## src/sv/sle_ram.sv

```systemverilog
// ----------------------------------------------------------------------------
// Sequential list engine RAM
// Simple dual-port memory: one write port, one read port with registered data.
// ----------------------------------------------------------------------------
module sle_ram #(
   parameter int WIDTH = 32,
   parameter int DEPTH = 128
) (
   input  logic                     clock,
   input  logic                     wr_en,
   input  logic [$clog2(DEPTH)-1:0] wr_addr,
   input  logic [WIDTH-1:0]         wr_data,
   input  logic                     rd_en,
   input  logic [$clog2(DEPTH)-1:0] rd_addr,
   output logic [WIDTH-1:0]         rd_data
);

   logic [WIDTH-1:0] mem_ff [DEPTH];
   logic [WIDTH-1:0] rd_data_ff;

   always_ff @(posedge clock) begin
      if (wr_en) begin
         mem_ff[wr_addr] <= wr_data;
      end
      if (rd_en) begin
         rd_data_ff <= mem_ff[rd_addr];
      end
   end

   assign rd_data = rd_data_ff;

endmodule

```

## config.mk

```make
export PLATFORM = sky130hd
export DESIGN_NAME = sle_ram
export DESIGN_NICKNAME = d
export VERILOG_FILES = /design/src/sv/sle_ram.sv
export SDC_FILE = /design/constraint.sdc
export NUM_CORES = 2
export LEC_CHECK = 0
export BUFFER_PORTS_ARGS = -buffer_cell sky130_fd_sc_hd__buf_2
export CAP_MARGIN = 20
export CORE_UTILIZATION = 30
export CTS_BUF_LIST = sky130_fd_sc_hd__clkbuf_8
export DETAILED_ROUTE_END_ITERATION = 10
export SLEW_MARGIN = 20
export SYNTH_ARGS = -nofsm -noshare
export SYNTH_HDL_FRONTEND = slang
export SYNTH_SLANG_ARGS = --single-unit
```

## constraint.sdc

```tcl
create_clock -name clock -period 4.61 [get_ports clock]
set_input_delay 0.461 -clock clock [delete_from_list [all_inputs] [get_ports clock]]
set_output_delay 0.461 -clock clock [all_outputs]
set_load 0.005 [all_outputs]
```

==> results_dict.tcl <==
set metrics [dict create \
    cts_buffers 641 \
    fin_skew_ps 61.9 \
    initial_core_util_pct 30.2 \
    slew_violations 0 \
    cp_slowest_cell "mux4_2" \
    setup_viol 0 \
    fin_tns_setup_ps 0 \
    stdcell_count 14300 \
    final_common_cell "edfxtp_1" \
    globalRouteTotalUtil_pct 16.4 \
    holdWs_ps 143 \
    ys_warn_count 0 \
    drive_gt1_share_pct 37.1 \
    reg2reg_slack_ps 1800 \
    hp-class "input port to register" \
    fill_cells 47000 \
    coreArea_mm2 0.518 \
    rows 264 \
    synth_cells 5990 \
    avgSynthCellArea_um2 26.1 \
    synth_cell_types 16 \
    antenna_found_initial 84 \
    vias_per_cell 5.14 \
    crit_buf_inv 3 \
    cts_tree "built" \
    dr.pass1.iters 6 \
    setup_ws_ps 1710 \
    path_max_fanout 47 \
    clock-sinks 4128 \
    io_pins 81 \
    wl_per_cell_um 30.8 \
    finalCriticalPeriod_ps 2900 \
    critPathRequiredTime_ps 5560 \
    grt_pass1_vias 75100 \
    die_width_um 724 \
    ctsLongestPathBuffers 4 \
    p_total_mw 74.4 \
    drt_iter0_markers 10000 \
    seq_area_frac_synth_pct 79.2 \
    worstMarginPinSlew_ps 1190 \
    ir_drop_mv 0.272 \
    fin_nets 6821 \
    die-area_mm2 0.525 \
    grt_pass1_wl_um 604000 \
    yosys_register_bits 4128 \
    syn_to_final_growth_pct 15.7 \
    cp.arrival_ps 3850 \
    grt_max_degree 94 \
    syn_nets 6039 \
    p_per_area_mw_per_mm2 411 \
    end_kind "register" \
    p_leak_nw 55.3 \
    outcome "completed" \
    startpoint_type "input port" \
    dpl.hpwl_um 250000 \
    grt_setup_unrepaired "false" \
    fmax_mhz 345 \
    gp_congestion 0.809 \
    period_share_pct 62.9 \
    path_common_cell "mux4_2" \
    syn_area_mm2 0.157 \
    slew_headroom_pct 20.5 \
    vias 73300 \
    drc 0 \
    io_buffers 80 \
    grt_remaining_overflow 0 \
    path_delay_family "multiplexers" \
    criticalPathCategory "input port to register" \
    root_buffer "clkbuf_8" \
    cts_resized 0 \
    critPathMaxStageDelay_ps 680 \
    path_clk_slew_ps 60 \
    dp_cells 13000 \
    ant_nets 0 \
    most-common-layout-cells "4,128 x edfxtp_1, 1,344 x mux4_2, 643 x clkbuf_8" \
    crit_chain "buf_12 > buf_12 > buf_4 > mux4_2 > mux4_2 > mux4_2 > mux2_2" \
    routed_wl_um 440000 \
    cts_max_level 6 \
    clk_latency_ps 1230 \
    maxCapViolations 0 \
    die_h_um 724 \
    preCtsSetupSlack_ps 486 \
    hold_viol 0 \
]
[registers in the layout, indices dropped and copies added (netlist names)]
signal,flops
rd_data,32
mem_ff,4096
[kinds of logic (layout without fill, tap and decap cells)]
| group | Yosys count | count (layout) | share of synthesized area, % |
|---|---|---|---|
| muxes | 1376 | 1376 | 19.6 |
| and+or+nand+nor | 170 | 170 | 0.445 |
| buffers and inverters | 316 | 1596 | 0.837 |
| other | 0 | 77 | 0 |
| DFF | 4128 | 4128 | 79.2 |
[tightest hold or removal path: cells and delay by family]
kind,cells,cell delay [ps]
buffers and inverters,1,170
and+or+nand+nor,2,520
[stage by stage]
| step | instance area [um^2] | utilization, % |
|---|---|---|
| final | 181000 | 35.0 |
| after global routing | 181000 | 34.9 |
| after CTS | 181000 | 34.9 |
| after detailed placement | 169000 | 32.6 |
| after global placement | 169000 | 32.6 |
| after floorplan | 157000 | - |
[power by group]
group	internal, mW	switching (mW)	total, mW
Combinational	1.58	2.54	4.13
Clock	14.1	14.6	28.7
Sequential	41.5	0.129	41.6
[synthesized netlist by cell type]
master | count | area, um^2
buf_6 | 2 | 22.5
edfxtp_1 | 4128 | 124000
nor3_1 | 9 | 45.0
clkbuf_1 | 182 | 683
nor2_1 | 122 | 458
buf_1 | 50 | 188
nand3_1 | 12 | 60.1
mux4_2 | 1344 | 30300
nand2_1 | 14 | 52.6
nand4_1 | 3 | 18.8
nor2b_1 | 7 | 43.8
buf_4 | 3 | 22.5
buf_2 | 79 | 395
nand2b_1 | 2 | 12.5
or3_1 | 1 | 6.26
mux2_2 | 32 | 360
[timing repair]
action | in CTS | in global routing
setup buffers | 0 | 0
hold buffers | 36 | 0
hold endpoints to repair | 2057 | 0
[area by class of cell]
| cell class | count | area (um^2) | share of cell area [%] |
|---|---|---|---|
| clock buffer | 643 | 8850 | 4.88 |
| sequential | 4128 | 124000 | 68.4 |
| antenna | 77 | 193 | 0.106 |
| tap | 6916 | 8650 | 4.78 |
| clock inverter | 498 | 2880 | 1.59 |
| timing repair buffer | 455 | 4380 | 2.42 |
| multi-input combinational | 1546 | 32300 | 17.8 |
[per-layer routing]
metal  up-vias  share of wire (%)  track usage, %
met1     40400                 39            21.8
met3       688                9.3            3.30
met4        28                3.5            6.22
met2      3898                 49            26.7
li1      28200                  -               -
met5         -              0.042               0
[path summary, 6_finish.rpt]
check | from | endpoint | depth (start not counted)
setup reg to reg | mem_ff[95][29] | rd_data[29] | 4
hold / removal | wr_en | mem_ff[91][0] | 3
hold reg to reg | mem_ff[126][30] | rd_data[30] | 4
setup / recovery | rd_addr[0] | rd_data[29] | 7
Power figures use the tool's default switching activity.
